### config.mk
export PLATFORM = sky130hd
export DESIGN_NAME = resp_pubsub_message_parser
export DESIGN_NICKNAME = d
export VERILOG_FILES = /design/src/rtl/core/rpsmp_pkg.sv /design/src/rtl/core/rpsmp_parse.sv /design/src/rtl/core/rpsmp_out_buf.sv /design/src/rtl/core/resp_pubsub_message_parser.sv
export SDC_FILE = /design/constraint.sdc
export NUM_CORES = 1
export LEC_CHECK = 0
export CAP_MARGIN = 20
export CORE_AREA = 3 3 155 157
export DETAILED_ROUTE_END_ITERATION = 6
export DIE_AREA = 0 0 158 160
export DONT_BUFFER_PORTS = 1
export GPL_TIMING_DRIVEN = 1
export SLEW_MARGIN = 40
export SYNTH_ARGS = -nofsm -noshare
export SYNTH_HDL_FRONTEND = slang
export SYNTH_SLANG_ARGS = --single-unit
### constraint.sdc
create_clock -name aclk -period 5.22 [get_ports aclk]
set_input_delay 1.305 -clock aclk [delete_from_list [all_inputs] [get_ports aclk]]
set_output_delay 1.305 -clock aclk [all_outputs]
set_load 0.1 [all_outputs]
### src/rtl/core/rpsmp_pkg.sv
package rpsmp_pkg;

    localparam int COUNT_WIDTH_DEF = 16;
    localparam int DIGIT_LIMIT_DEF = 19;

    // result kinds
    localparam logic [2:0] KIND_CHAN = 3'd0;
    localparam logic [2:0] KIND_PAY  = 3'd1;
    localparam logic [2:0] KIND_DONE = 3'd2;
    localparam logic [2:0] KIND_ERR  = 3'd3;
    localparam logic [2:0] KIND_INC  = 3'd4;

    // parser phases: header star, count line, then type/length/data per block
    localparam logic [3:0] PH_STAR    = 4'd0;
    localparam logic [3:0] PH_COUNT   = 4'd1;
    localparam logic [3:0] PH_B0_TYPE = 4'd2;
    localparam logic [3:0] PH_B0_LEN  = 4'd3;
    localparam logic [3:0] PH_B0_DATA = 4'd4;
    localparam logic [3:0] PH_B1_TYPE = 4'd5;
    localparam logic [3:0] PH_B1_LEN  = 4'd6;
    localparam logic [3:0] PH_B1_DATA = 4'd7;
    localparam logic [3:0] PH_B2_TYPE = 4'd8;
    localparam logic [3:0] PH_B2_LEN  = 4'd9;
    localparam logic [3:0] PH_B2_DATA = 4'd10;

    localparam logic [7:0] CH_STAR   = 8'h2A;
    localparam logic [7:0] CH_DOLLAR = 8'h24;
    localparam logic [7:0] CH_CR     = 8'h0D;
    localparam logic [7:0] CH_LF     = 8'h0A;
    localparam logic [7:0] CH_SPACE  = 8'h20;
    localparam logic [7:0] CH_TAB    = 8'h09;
    localparam logic [7:0] CH_VT     = 8'h0B;
    localparam logic [7:0] CH_FF     = 8'h0C;
    localparam logic [7:0] CH_MINUS  = 8'h2D;
    localparam logic [7:0] CH_PLUS   = 8'h2B;
    localparam logic [7:0] CH_ZERO   = 8'h30;
    localparam logic [7:0] CH_NINE   = 8'h39;

    localparam logic [7:0] NUM_MAX   = 8'd255;
    localparam logic [7:0] COUNT_REQ = 8'd3;
    localparam logic [3:0] WORD_LEN  = 4'd7;

    localparam int BUF_DEPTH = 4;
    localparam int BUF_PTR_W = $clog2(BUF_DEPTH);

    typedef struct packed {
        logic [2:0]  kind;
        logic [7:0]  out_byte;
        logic [15:0] consumed;
        logic        last;
    } rpsmp_result_t;

    typedef struct packed {
        logic          prim_valid;
        logic          inc_valid;
        rpsmp_result_t prim_res;
        rpsmp_result_t inc_res;
    } rpsmp_push_t;

    function automatic logic [7:0] word_lower(input logic [2:0] idx);
        logic [7:0] c;
        case (idx)
            3'd0:    c = 8'h6D; // m
            3'd1:    c = 8'h65; // e
            3'd2:    c = 8'h73; // s
            3'd3:    c = 8'h73; // s
            3'd4:    c = 8'h61; // a
            3'd5:    c = 8'h67; // g
            3'd6:    c = 8'h65; // e
            default: c = 8'h00;
        endcase
        return c;
    endfunction

    function automatic logic [7:0] word_upper(input logic [2:0] idx);
        logic [7:0] c;
        case (idx)
            3'd0:    c = 8'h4D; // M
            3'd1:    c = 8'h45; // E
            3'd2:    c = 8'h53; // S
            3'd3:    c = 8'h53; // S
            3'd4:    c = 8'h41; // A
            3'd5:    c = 8'h47; // G
            3'd6:    c = 8'h45; // E
            default: c = 8'h00;
        endcase
        return c;
    endfunction

endpackage

### src/rtl/core/rpsmp_parse.sv
module rpsmp_parse #(
    parameter int COUNT_WIDTH = rpsmp_pkg::COUNT_WIDTH_DEF,
    parameter int DIGIT_LIMIT = rpsmp_pkg::DIGIT_LIMIT_DEF
) (
    input  logic                 aclk,
    input  logic                 aresetn,
    input  logic                 in_fire,
    input  logic [7:0]           in_byte,
    input  logic                 in_eod,
    output rpsmp_pkg::rpsmp_push_t push
);

    localparam int LPW = $clog2(DIGIT_LIMIT + 1);

    logic [3:0]             phase_reg,      phase_next;
    logic [3:0]             word_idx_reg,   word_idx_next;
    logic [7:0]             num_val_reg,    num_val_next;
    logic                   num_neg_reg,    num_neg_next;
    logic                   num_stop_reg,   num_stop_next;
    logic                   nonempty_reg,   nonempty_next;
    logic                   cr_pend_reg,    cr_pend_next;
    logic                   match_lo_reg,   match_lo_next;
    logic                   match_hi_reg,   match_hi_next;
    logic [COUNT_WIDTH-1:0] byte_cnt_reg,   byte_cnt_next;
    logic [LPW-1:0]         line_pos_reg,   line_pos_next;
    logic                   num_start_reg,  num_start_next;

    logic                   new_line;
    logic                   finished;
    logic                   res_valid;
    logic [2:0]             res_kind;
    logic [7:0]             res_byte;
    logic [15:0]            cons;
    logic                   inc_valid;

    always_comb begin
        logic [COUNT_WIDTH-1:0] cnt_inc;
        logic [31:0]            cnt_wide;
        logic                   is_digit;
        logic                   is_space;
        logic                   do_digit;
        logic [11:0]            prod;
        logic                   num_phase;
        logic                   line_ok;
        logic                   line_err;
        logic [1:0]             blk;

        phase_next     = phase_reg;
        word_idx_next  = word_idx_reg;
        num_val_next   = num_val_reg;
        num_neg_next   = num_neg_reg;
        num_stop_next  = num_stop_reg;
        nonempty_next  = nonempty_reg;
        cr_pend_next   = cr_pend_reg;
        match_lo_next  = match_lo_reg;
        match_hi_next  = match_hi_reg;
        line_pos_next  = line_pos_reg;
        num_start_next = num_start_reg;
        new_line       = 1'b0;
        res_valid      = 1'b0;
        res_kind       = rpsmp_pkg::KIND_ERR;
        res_byte       = 8'd0;

        cnt_inc  = (byte_cnt_reg != {COUNT_WIDTH{1'b1}}) ? byte_cnt_reg + 1'b1 : byte_cnt_reg;
        cnt_wide = 32'(cnt_inc);
        cons     = (cnt_wide > 32'h0000_FFFF) ? 16'hFFFF : cnt_wide[15:0];

        is_digit = (in_byte >= rpsmp_pkg::CH_ZERO) && (in_byte <= rpsmp_pkg::CH_NINE);
        is_space = (in_byte == rpsmp_pkg::CH_SPACE) || (in_byte == rpsmp_pkg::CH_TAB)
                || (in_byte == rpsmp_pkg::CH_LF) || (in_byte == rpsmp_pkg::CH_VT)
                || (in_byte == rpsmp_pkg::CH_FF);
        prod = {1'b0, num_val_reg, 3'b000} + {3'b000, num_val_reg, 1'b0}
             + {4'd0, in_byte - rpsmp_pkg::CH_ZERO};

        num_phase = (phase_reg == rpsmp_pkg::PH_COUNT) || (phase_reg == rpsmp_pkg::PH_B0_LEN)
                 || (phase_reg == rpsmp_pkg::PH_B1_LEN) || (phase_reg == rpsmp_pkg::PH_B2_LEN);

        // number line: result of this byte and the line state it leaves
        line_ok  = cr_pend_reg && (in_byte == rpsmp_pkg::CH_LF) && nonempty_reg;
        line_err = cr_pend_reg && !line_ok;
        do_digit = 1'b0;
        if (num_phase && !cr_pend_reg) begin
            if (in_byte == rpsmp_pkg::CH_CR) begin
                cr_pend_next = 1'b1;
            end else begin
                nonempty_next = 1'b1;
                if (line_pos_reg < LPW'(DIGIT_LIMIT)) begin
                    line_pos_next = line_pos_reg + 1'b1;
                    if (!num_stop_reg) begin
                        if (num_start_reg) begin
                            do_digit = 1'b1;
                        end else if (!is_space) begin
                            num_start_next = 1'b1;
                            if (in_byte == rpsmp_pkg::CH_MINUS) begin
                                num_neg_next = 1'b1;
                            end else if (in_byte != rpsmp_pkg::CH_PLUS) begin
                                do_digit = 1'b1;
                            end
                        end
                    end
                end
            end
        end
        if (do_digit) begin
            if (is_digit) begin
                num_val_next = (prod > 12'(rpsmp_pkg::NUM_MAX)) ? rpsmp_pkg::NUM_MAX : prod[7:0];
            end else begin
                num_stop_next = 1'b1;
            end
        end

        case (phase_reg)
            rpsmp_pkg::PH_B0_TYPE, rpsmp_pkg::PH_B0_LEN, rpsmp_pkg::PH_B0_DATA: blk = 2'd0;
            rpsmp_pkg::PH_B1_TYPE, rpsmp_pkg::PH_B1_LEN, rpsmp_pkg::PH_B1_DATA: blk = 2'd1;
            default:                                                            blk = 2'd2;
        endcase

        unique case (phase_reg)
            rpsmp_pkg::PH_STAR: begin
                if (in_byte == rpsmp_pkg::CH_STAR) begin
                    phase_next = rpsmp_pkg::PH_COUNT;
                    new_line   = 1'b1;
                end else begin
                    res_valid = 1'b1;
                end
            end
            rpsmp_pkg::PH_COUNT: begin
                if (line_err) begin
                    res_valid = 1'b1;
                end else if (line_ok) begin
                    if (!num_neg_reg && num_val_reg == rpsmp_pkg::COUNT_REQ) begin
                        phase_next = rpsmp_pkg::PH_B0_TYPE;
                        new_line   = 1'b1;
                    end else begin
                        res_valid = 1'b1;
                    end
                end
            end
            rpsmp_pkg::PH_B0_TYPE, rpsmp_pkg::PH_B1_TYPE, rpsmp_pkg::PH_B2_TYPE: begin
                if (in_byte == rpsmp_pkg::CH_DOLLAR) begin
                    phase_next = phase_reg + 4'd1;
                    new_line   = 1'b1;
                end else begin
                    res_valid = 1'b1;
                end
            end
            rpsmp_pkg::PH_B0_LEN, rpsmp_pkg::PH_B1_LEN, rpsmp_pkg::PH_B2_LEN: begin
                if (line_err) begin
                    res_valid = 1'b1;
                end else if (line_ok) begin
                    phase_next = phase_reg + 4'd1;
                    new_line   = 1'b1;
                end
            end
            rpsmp_pkg::PH_B0_DATA, rpsmp_pkg::PH_B1_DATA, rpsmp_pkg::PH_B2_DATA: begin
                if (cr_pend_reg) begin
                    if (in_byte != rpsmp_pkg::CH_LF) begin
                        res_valid = 1'b1;
                    end else if (blk == 2'd0) begin
                        if ((match_lo_reg || match_hi_reg) && word_idx_reg == rpsmp_pkg::WORD_LEN) begin
                            phase_next = phase_reg + 4'd1;
                            new_line   = 1'b1;
                        end else begin
                            res_valid = 1'b1;
                        end
                    end else if (blk == 2'd1) begin
                        phase_next = phase_reg + 4'd1;
                        new_line   = 1'b1;
                    end else begin
                        res_valid = 1'b1;
                        res_kind  = rpsmp_pkg::KIND_DONE;
                    end
                end else if (in_byte == rpsmp_pkg::CH_CR) begin
                    cr_pend_next = 1'b1;
                end else if (blk == 2'd0) begin
                    if (word_idx_reg < rpsmp_pkg::WORD_LEN) begin
                        if (in_byte != rpsmp_pkg::word_lower(word_idx_reg[2:0])) begin
                            match_lo_next = 1'b0;
                        end
                        if (in_byte != rpsmp_pkg::word_upper(word_idx_reg[2:0])) begin
                            match_hi_next = 1'b0;
                        end
                        word_idx_next = word_idx_reg + 4'd1;
                    end else begin
                        match_lo_next = 1'b0;
                        match_hi_next = 1'b0;
                    end
                end else begin
                    res_valid = 1'b1;
                    res_kind  = (blk == 2'd1) ? rpsmp_pkg::KIND_CHAN : rpsmp_pkg::KIND_PAY;
                    res_byte  = in_byte;
                end
            end
            default: begin
                res_valid = 1'b1;
            end
        endcase

        byte_cnt_next = cnt_inc;
        inc_valid = in_eod && !(res_valid && (res_kind == rpsmp_pkg::KIND_ERR
                                           || res_kind == rpsmp_pkg::KIND_DONE));
        finished  = in_eod || (res_valid && (res_kind == rpsmp_pkg::KIND_ERR
                                          || res_kind == rpsmp_pkg::KIND_DONE));
    end

    always_ff @(posedge aclk) begin
        if (!aresetn) begin
            phase_reg     <= rpsmp_pkg::PH_STAR;
            byte_cnt_reg  <= '0;
            word_idx_reg  <= '0;
            num_val_reg   <= '0;
            num_neg_reg   <= 1'b0;
            num_stop_reg  <= 1'b0;
            nonempty_reg  <= 1'b0;
            cr_pend_reg   <= 1'b0;
            match_lo_reg  <= 1'b1;
            match_hi_reg  <= 1'b1;
            line_pos_reg  <= '0;
            num_start_reg <= 1'b0;
        end else if (in_fire) begin
            if (finished || new_line) begin
                phase_reg     <= finished ? rpsmp_pkg::PH_STAR : phase_next;
                byte_cnt_reg  <= finished ? '0 : byte_cnt_next;
                word_idx_reg  <= '0;
                num_val_reg   <= '0;
                num_neg_reg   <= 1'b0;
                num_stop_reg  <= 1'b0;
                nonempty_reg  <= 1'b0;
                cr_pend_reg   <= 1'b0;
                match_lo_reg  <= 1'b1;
                match_hi_reg  <= 1'b1;
                line_pos_reg  <= '0;
                num_start_reg <= 1'b0;
            end else begin
                phase_reg     <= phase_next;
                byte_cnt_reg  <= byte_cnt_next;
                word_idx_reg  <= word_idx_next;
                num_val_reg   <= num_val_next;
                num_neg_reg   <= num_neg_next;
                num_stop_reg  <= num_stop_next;
                nonempty_reg  <= nonempty_next;
                cr_pend_reg   <= cr_pend_next;
                match_lo_reg  <= match_lo_next;
                match_hi_reg  <= match_hi_next;
                line_pos_reg  <= line_pos_next;
                num_start_reg <= num_start_next;
            end
        end
    end

    always_comb begin
        push.prim_valid        = in_fire && res_valid;
        push.inc_valid         = in_fire && inc_valid;
        push.prim_res.kind     = res_kind;
        push.prim_res.out_byte = res_byte;
        push.prim_res.consumed = cons;
        push.prim_res.last     = !inc_valid;
        push.inc_res.kind      = rpsmp_pkg::KIND_INC;
        push.inc_res.out_byte  = 8'd0;
        push.inc_res.consumed  = cons;
        push.inc_res.last      = 1'b1;
    end

endmodule

### src/rtl/core/rpsmp_out_buf.sv
module rpsmp_out_buf (
    input  logic                    aclk,
    input  logic                    aresetn,
    input  rpsmp_pkg::rpsmp_push_t  push,
    output logic                    room,
    output logic                    out_valid,
    input  logic                    out_ready,
    output rpsmp_pkg::rpsmp_result_t out_res
);

    localparam int PW = rpsmp_pkg::BUF_PTR_W;

    rpsmp_pkg::rpsmp_result_t mem_reg [rpsmp_pkg::BUF_DEPTH];
    logic [PW-1:0] wr_ptr_reg;
    logic [PW-1:0] rd_ptr_reg;
    logic [PW:0]   count_reg;

    logic [PW-1:0] wr_ptr_2nd;
    logic [PW-1:0] n_push;
    logic          pop;

    // room for the two results one request can cause
    assign room      = count_reg <= (PW+1)'(rpsmp_pkg::BUF_DEPTH - 2);
    assign out_valid = count_reg != '0;
    assign out_res   = mem_reg[rd_ptr_reg];
    assign pop       = out_valid && out_ready;
    assign n_push    = PW'(push.prim_valid) + PW'(push.inc_valid);
    assign wr_ptr_2nd = push.prim_valid ? wr_ptr_reg + 1'b1 : wr_ptr_reg;

    always_ff @(posedge aclk) begin
        if (push.prim_valid) begin
            mem_reg[wr_ptr_reg] <= push.prim_res;
        end
        if (push.inc_valid) begin
            mem_reg[wr_ptr_2nd] <= push.inc_res;
        end
    end

    always_ff @(posedge aclk) begin
        if (!aresetn) begin
            wr_ptr_reg <= '0;
            rd_ptr_reg <= '0;
            count_reg  <= '0;
        end else begin
            wr_ptr_reg <= wr_ptr_reg + n_push;
            if (pop) begin
                rd_ptr_reg <= rd_ptr_reg + 1'b1;
            end
            count_reg <= count_reg + (PW+1)'(n_push) - (PW+1)'(pop);
        end
    end

endmodule

### src/rtl/core/resp_pubsub_message_parser.sv
// channel   dir   ports                               contents
// s_        in    s_tvalid s_tready s_tdata s_tlast   data byte, tlast = end of buffered data
// m_        out   m_tvalid m_tready m_tdata m_tuser   out byte, consumed count, kind
//                 m_tlast                             tlast = final result of a request
//
// one request per cycle while s_tready is high; the parse state is updated in the cycle a byte is taken
// a byte gives zero, one or two results, queued in a four-entry output buffer
// s_tready drops only while the buffer cannot hold two more results
// aresetn is synchronous; afterwards the parser waits for a header star
module resp_pubsub_message_parser #(
    parameter int COUNT_WIDTH = rpsmp_pkg::COUNT_WIDTH_DEF,
    parameter int DIGIT_LIMIT = rpsmp_pkg::DIGIT_LIMIT_DEF
) (
    input  logic        aclk,
    input  logic        aresetn,
    input  logic        s_tvalid,
    output logic        s_tready,
    input  logic [7:0]  s_tdata,   // [7:0] data_byte
    input  logic        s_tlast,
    output logic        m_tvalid,
    input  logic        m_tready,
    output logic [23:0] m_tdata,   // [7:0] out_byte, [23:8] consumed
    output logic [2:0]  m_tuser,   // [2:0] kind
    output logic        m_tlast
);

    rpsmp_pkg::rpsmp_push_t   push;
    rpsmp_pkg::rpsmp_result_t res;
    logic                     fire;

    assign fire = s_tvalid && s_tready;

    rpsmp_parse #(
        .COUNT_WIDTH (COUNT_WIDTH),
        .DIGIT_LIMIT (DIGIT_LIMIT)
    ) u_parse (
        .aclk    (aclk),
        .aresetn (aresetn),
        .in_fire (fire),
        .in_byte (s_tdata),
        .in_eod  (s_tlast),
        .push    (push)
    );

    rpsmp_out_buf u_out_buf (
        .aclk      (aclk),
        .aresetn   (aresetn),
        .push      (push),
        .room      (s_tready),
        .out_valid (m_tvalid),
        .out_ready (m_tready),
        .out_res   (res)
    );

    assign m_tdata = {res.consumed, res.out_byte};
    assign m_tuser = res.kind;
    assign m_tlast = res.last;

endmodule
**After elaboration in Yosys (flattened, before gate mapping)**

Memory sizes are Yosys's and may differ from the RTL's. A register that Yosys moved wholly into a read port is not among the register bits.
Index checks and enable logic that the tools add are counted.

- $add $sub $neg: 13
- Magnitude comparators: 6
- Eq/ne operators: 43
- Muxes and demuxes: 140
- Reductions and logical operators: 57

Operators by type and width:

| kind | count |
|---|---|
| $mux W8 | 18 |
| $mux W1 | 80 |
| $mux W4 | 20 |
| $pmux W7 S5 | 2 |
| $mux W16 | 3 |
| $eq A8 B4 Y1 const B | 5 |
| $eq A8 B6 Y1 const B | 4 |
| $eq A4 B3 Y1 const B | 5 |
| $mux W5 | 4 |
| $pmux W4 S5 | 1 |
| $mux W3 | 6 |
| $reduce_and A6 Y1 | 3 |
| $add A16 B1 Y16 const B | 1 |
| $ne A16 B16 Y1 const B | 1 |
| $ne A8 B8 Y1 | 2 |
| $reduce_bool A2 Y1 | 8 |
| $reduce_or A3 Y1 | 5 |
| $logic_and A1 B1 Y1 | 13 |
| $add A11 B9 Y12 | 1 |
| $add A12 B8 Y12 | 1 |
| $eq A3 B2 Y1 const B | 4 |
| $eq A4 B4 Y1 const B | 3 |
| $gt A12 B8 Y1 const B | 1 |
| $ne A2 B2 Y1 const B | 6 |
| other kinds (36) | 62 |

- Register bits: 51
- Bits in writable memories: 112
- Input bits: 13
- Output and inout bits: 30
- Word-level logic and storage cells: 275
- Memories kept: 1

Memories:

| name | words | bits a word | rd ports | clocked after Yosys merged registers in | write ports | RTL line | RTL |
|---|---|---|---|---|---|---|---|
| u_out_buf.mem_reg | 4 | 28 | 1 | 1 | 2 | rpsmp_out_buf.sv:13 | `rpsmp_pkg::rpsmp_result_t mem_reg [rpsmp_pkg::BUF_DEPTH];` |

**Logic depth before layout (Yosys ltp)**

- Depth in word-level cells: 18
- Gate-level depth with buffers: 16
- Gate-level depth less buffers: 16

**Hierarchy**

Synthesis repeated with hierarchy kept, for this count alone.

- Cell total of the unflattened synthesis: 847
- Area total of the unflattened synthesis: 10231.1 sq um

By module, submodules not included:

| module | times used | cells each | area an instance (sq um) | seq. area each (sq um) |
|---|---|---|---|---|
| rpsmp_out_buf | 1 | 333 | 5998.3 | 3543.4 |
| rpsmp_parse | 1 | 513 | 4226.6 | 880.8 |
| resp_pubsub_message_parser | 1 | 1 | 6.3 | 0.0 |

**Worst setup path before layout**

OpenSTA, ideal clock, no wires.

- Path type: reg2reg
- Start point: register u_out_buf.count_reg[1]
- End point: register u_out_buf.count_reg[2]
- Library setup time: 0.128 ns
- Arrival time: 4.070 ns
- Required time: 5.092 ns
- Slack: 1.022 ns
- Stages on the path, launching flop included: 14
- Buffers on the path: 2
- Clock period less this slack: 4.198 ns
- Cells stage by stage: dfxtp_1 -> a21oi_1 -> and2_1 -> clkbuf_1 -> clkbuf_1 -> nand2_1 -> a21oi_1 -> ha_1 -> inv_1 -> ha_1 -> inv_1 -> fa_1 -> xnor2_1 -> nor2_1

- Longest elaborated chain between the ends: 6
- Elaborated cells on any way between the ends: 9
- Classes of those cells: add/sub (3); order compare (1); reduce/logical (5)

Ends and longest elaborated chain:

| element | RTL line | RTL |
|---|---|---|
| from (decl) | rpsmp_out_buf.sv:16 | `logic [PW:0] count_reg;` |
| from (signal assigned) | rpsmp_out_buf.sv:49 | `count_reg <= count_reg + (PW+1)'(n_push) - (PW+1)'(pop);` |
| $le A3 B2 Y1 * | rpsmp_out_buf.sv:23 | `assign room = count_reg <= (PW+1)'(rpsmp_pkg::BUF_DEPTH - 2);` |
| net s_tready | resp_pubsub_message_parser.sv:17 | `output logic s_tready,` |
| $logic_and A1 B1 Y1 * | resp_pubsub_message_parser.sv:31 | `assign fire = s_tvalid && s_tready;` |
| $logic_and A1 B1 Y1 (on tied branches) | rpsmp_parse.sv:252, rpsmp_parse.sv:253 |  |
| $add A1 B1 Y2 * | rpsmp_out_buf.sv:27 | `assign n_push = PW'(push.prim_valid) + PW'(push.inc_valid);` |
| $add A3 B2 Y3 * | rpsmp_out_buf.sv:49 |  |
| $sub A3 B1 Y3 * | rpsmp_out_buf.sv:49 |  |

Mark *: on every way through the listed nets, which the timed path passes. The rest lies on a longest branch.
A chain may end at the register's enable or synchronous reset.

**Final worst setup path**

- Start point: input s_tdata[4]
- End point: register u_out_buf.count_reg[2]

- Longest elaborated chain between the ends: 14
- Elaborated cells on any way between the ends: 33
- Classes of those cells: add/sub (3); eq/ne (7); mux (13); reduce/logical (10)

Ends and longest elaborated chain:

| element | RTL line | RTL |
|---|---|---|
| from (decl) | resp_pubsub_message_parser.sv:18 | `input logic [7:0] s_tdata,` |
| $eq A8 B4 Y1 | rpsmp_parse.sv:79 | `line_ok = cr_pend_reg && (in_byte == rpsmp_pkg::CH_LF) && nonempty_reg;` |
| $logic_and A1 B1 Y1 (2 in series) | rpsmp_parse.sv:79 |  |
| $logic_not A1 Y1 | rpsmp_parse.sv:80 | `line_err = cr_pend_reg && !line_ok;` |
| $logic_and A1 B1 Y1 | rpsmp_parse.sv:80 |  |
| $mux W1 (on tied branches) | rpsmp_parse.sv:148, rpsmp_parse.sv:128 |  |
| $pmux W1 S5 | rpsmp_parse.sv:118 | `unique case (phase_reg)` |
| $logic_and A1 B1 Y1 | rpsmp_parse.sv:200 | `inc_valid = in_eod && !(res_valid && (res_kind == rpsmp_pkg::KIND_ERR` |
| $logic_not A1 Y1 | rpsmp_parse.sv:200 |  |
| $logic_and A1 B1 Y1 | rpsmp_parse.sv:200 |  |
| $logic_and A1 B1 Y1 | rpsmp_parse.sv:253 | `push.inc_valid = in_fire && inc_valid;` |
| $add A1 B1 Y2 * | rpsmp_out_buf.sv:27 |  |
| $add A3 B2 Y3 * | rpsmp_out_buf.sv:49 |  |
| $sub A3 B1 Y3 * | rpsmp_out_buf.sv:49 |  |

Mark *: on every way between the ends. The rest lies on a longest branch, timed or not.

==> metrics <==
Core Region 0.0226 mm2; clock sinks 165; Crit. End Element flip-flop; area grow syn2layout 8.44%; post-CTS setup buffers 0; DRT Pass-1 Iters 5; Reg clk slew, reported paths 70 ps; critical hold path startpoint u_out_buf.mem_reg[0][27]; fin crit share 75.4%; Die Height 160 um; Slew HR 50.1%; vias in the first global route 6224; status finished clean; Max-cap violations 0; clock latency on the worst-skew pair 440 ps; placed insts 1108; std cell rows 55; synthesized flop and latch total 165; WL met2 9.66 mm; setup_tns 0 ps; post_cts resized 0; final core utilization 43.4%; wire per inst 17.9 um; share of the synthesized area in the top cell type 22.3%; cell chain of the critical path inv_1, ha_1, nor3b_4, and3_1, and3_1, a211oi_2, buf_4, or2_2, a21oi_1, ha_1, inv_1, ha_1, inv_1, fa_1, xnor2_1, nor2_1; Synth area leaders dfxtp_1, edfxtp_1, mux4_2; Iteration-0 DRC Markers 457; Hold WC Path Type flip-flop to flip-flop; CP max FO 11; highest clock rate 0.254 GHz; sequential fraction of the synthesis area 43.5%; PwrDens 404 mW/mm2; flop2flop setup slack 1570 ps; leak pwr 3.69 nW; # diodes 0; WP data required 5520 ps; setup violators final 0; critical path's slowest cell fa_1; Worst R2R Path Depth 14; Worst VDD drop 0.214 mV; Hold Violations, Final 0; Final ANT Viol Nets 0; share of cells above drive strength 1 14.4%; Slew Limit Fails 0; most frequent cells in the layout nor2_1, dfxtp_1, edfxtp_1; CP max stage delay 430 ps; nets@finish 895; Max Used Layer met4; RePlAce Congestion 0.814; ys async rst share 0%; TritonCTS clock tree done; worst r2r dst u_out_buf.count_reg[2]; synth warn 0; CTS buffer count 17; Avg Inst Size Synth 10.5 um2; Starting Density 40.0%; RSZ-0062 raised after global routing false; chip width 158 um; Post-Syn Area 0.00906 mm2; H-tree depth 4; Synth Net Count 916; I/O pin total 43; final wirelength 20.5 mm; via count 6283; Hold EP u_out_buf.mem_reg[0][27]; Reg-to-Reg Start u_parse.phase_reg[2]; Residual DRC 0; Congestion Overflow GR 0; HPWL Detailed 14.4 mm; post-synthesis instance total 863; CP Launch Type input pin; initial antenna violation count 0; minimum clock period 3940 ps; Primary FF master, synth dfxtp_1; GRT Overall Usage 16.9%; kind of critical path input pin to flip-flop; Port Buffers 0; die area 0.0253 mm2; Final Skew 13.9 ps; via-per-instance ratio 5.51; Layout Cells excl Fill 1140; worst-margin pin slew 740 ps; post-synth top area cell dfxtp_1; clk root buf clkbuf_16; number of synthesized flops with an enable pin 64; WP data arrival 4230 ps; CTS Buffer Depth 2; max reg flops 112; hold buffers post-CTS 0; met3 wire length 683 um; first-pass GRT wire length 34.0 mm; Min-Delay Path Depth 1; largest net degree at the start of global routing 30; commonest non-fill, non-tap cell in the layout nor2_1; M1 WL 9.84 mm; Yosys cell types 81
[worst max-delay path, delay by kind of cell]
kind	cells	cell delay, ps
compound gates	2	190
xor+xnor	1	170
fa+ha+maj	4	1050
buf+inv	4	380
simple gates	5	1150
[per-layer routing]
metal  vias to the layer above  global-route usage [%]
met3                        21                    3.17
met1                      3101                    24.0
met2                       101                    26.4
met5                         -                       0
li1                       3060                       -
met4                         0                    4.61
[through the flow]
step | setup WS [ps] | total power, mW | instance area, um2 | hold WS, ps
finish | 1280 | 3.97 | 9830 | 453
global route | 1100 | 4.12 | 9830 | 476
CTS | 1290 | 4.01 | 9830 | 457
detailed placement | 832 | 2.70 | 9190 | 440
global placement | 907 | 2.68 | 9180 | 435
floorplan | 1020 | 2.55 | 9060 | 421
[logic make-up (layout without fill, tap and decap cells)]
kind of cell	Yosys count	count (layout)	share of synthesized area, %
AND/OR/NAND/NOR	322	322	18.0
flip-flops	165	165	43.5
AO/OA/AOI/OAI	142	142	12.9
buffers and inverters	98	90	5.39
multiplexers	69	69	11.5
adder cells (fa/ha/maj)	40	40	6.10
XOR/XNOR	27	27	2.61
[worst max-delay path by stage]
stage                                       from                     end  slack (ps)
after global routing                  s_tdata[4]  u_out_buf.count_reg[2]        1100
after global placement                s_tdata[4]  u_out_buf.count_reg[2]         910
after detailed placement              s_tdata[4]  u_out_buf.count_reg[2]         830
after CTS                             s_tdata[4]  u_out_buf.count_reg[2]        1290
after floorplan           u_out_buf.count_reg[1]  u_out_buf.count_reg[2]        1020
final                                 s_tdata[4]  u_out_buf.count_reg[2]        1280
[where the power goes]
group | switching, mW | leakage, nW | total [mW] | internal (mW)
sequential | 0.110 | 1.43 | 1.56 | 1.45
clock | 0.647 | 0.306 | 1.32 | 0.669
combinational | 0.840 | 1.96 | 1.09 | 0.254
[Yosys cell counts (all sizes together), types with 2 or more instances]
cell type	count
nor2	162
dfxtp	101
edfxtp	64
inv	51
mux2i	40
nand2	34
a21oi	33
ha	33
buf	30
mux4	28
o21ai	25
nand3	19
clkbuf	17
nor3	17
and2	15
xor2	15
and3	14
a2bb2oi	12
xnor2	12
a21o	10
nand4	9
o2bb2ai	9
a211oi	8
nand2b	8
nor4	8
or3	8
fa	7
nand3b	7
nor3b	6
o31ai	6
a311oi	5
a31oi	5
o211a	4
o41ai	4
nor2b	3
o21a	3
or2	3
a21boi	2
a22o	2
a32o	2
a41oi	2
o31a	2
or4	2
[layout make-up]
| cell class | instances | area [um2] |
|---|---|---|
| Sequential cell | 165 | 3950 |
| Fill cell | 2166 | 12800 |
| Clock inverter | 15 | 208 |
| Multi-Input combinational cell | 600 | 4640 |
| Timing Repair Buffer | 7 | 52.6 |
| Clock buffer | 17 | 425 |
| Inverter | 51 | 191 |
| Tap cell | 285 | 357 |
(Power assumes the default switching activity.)
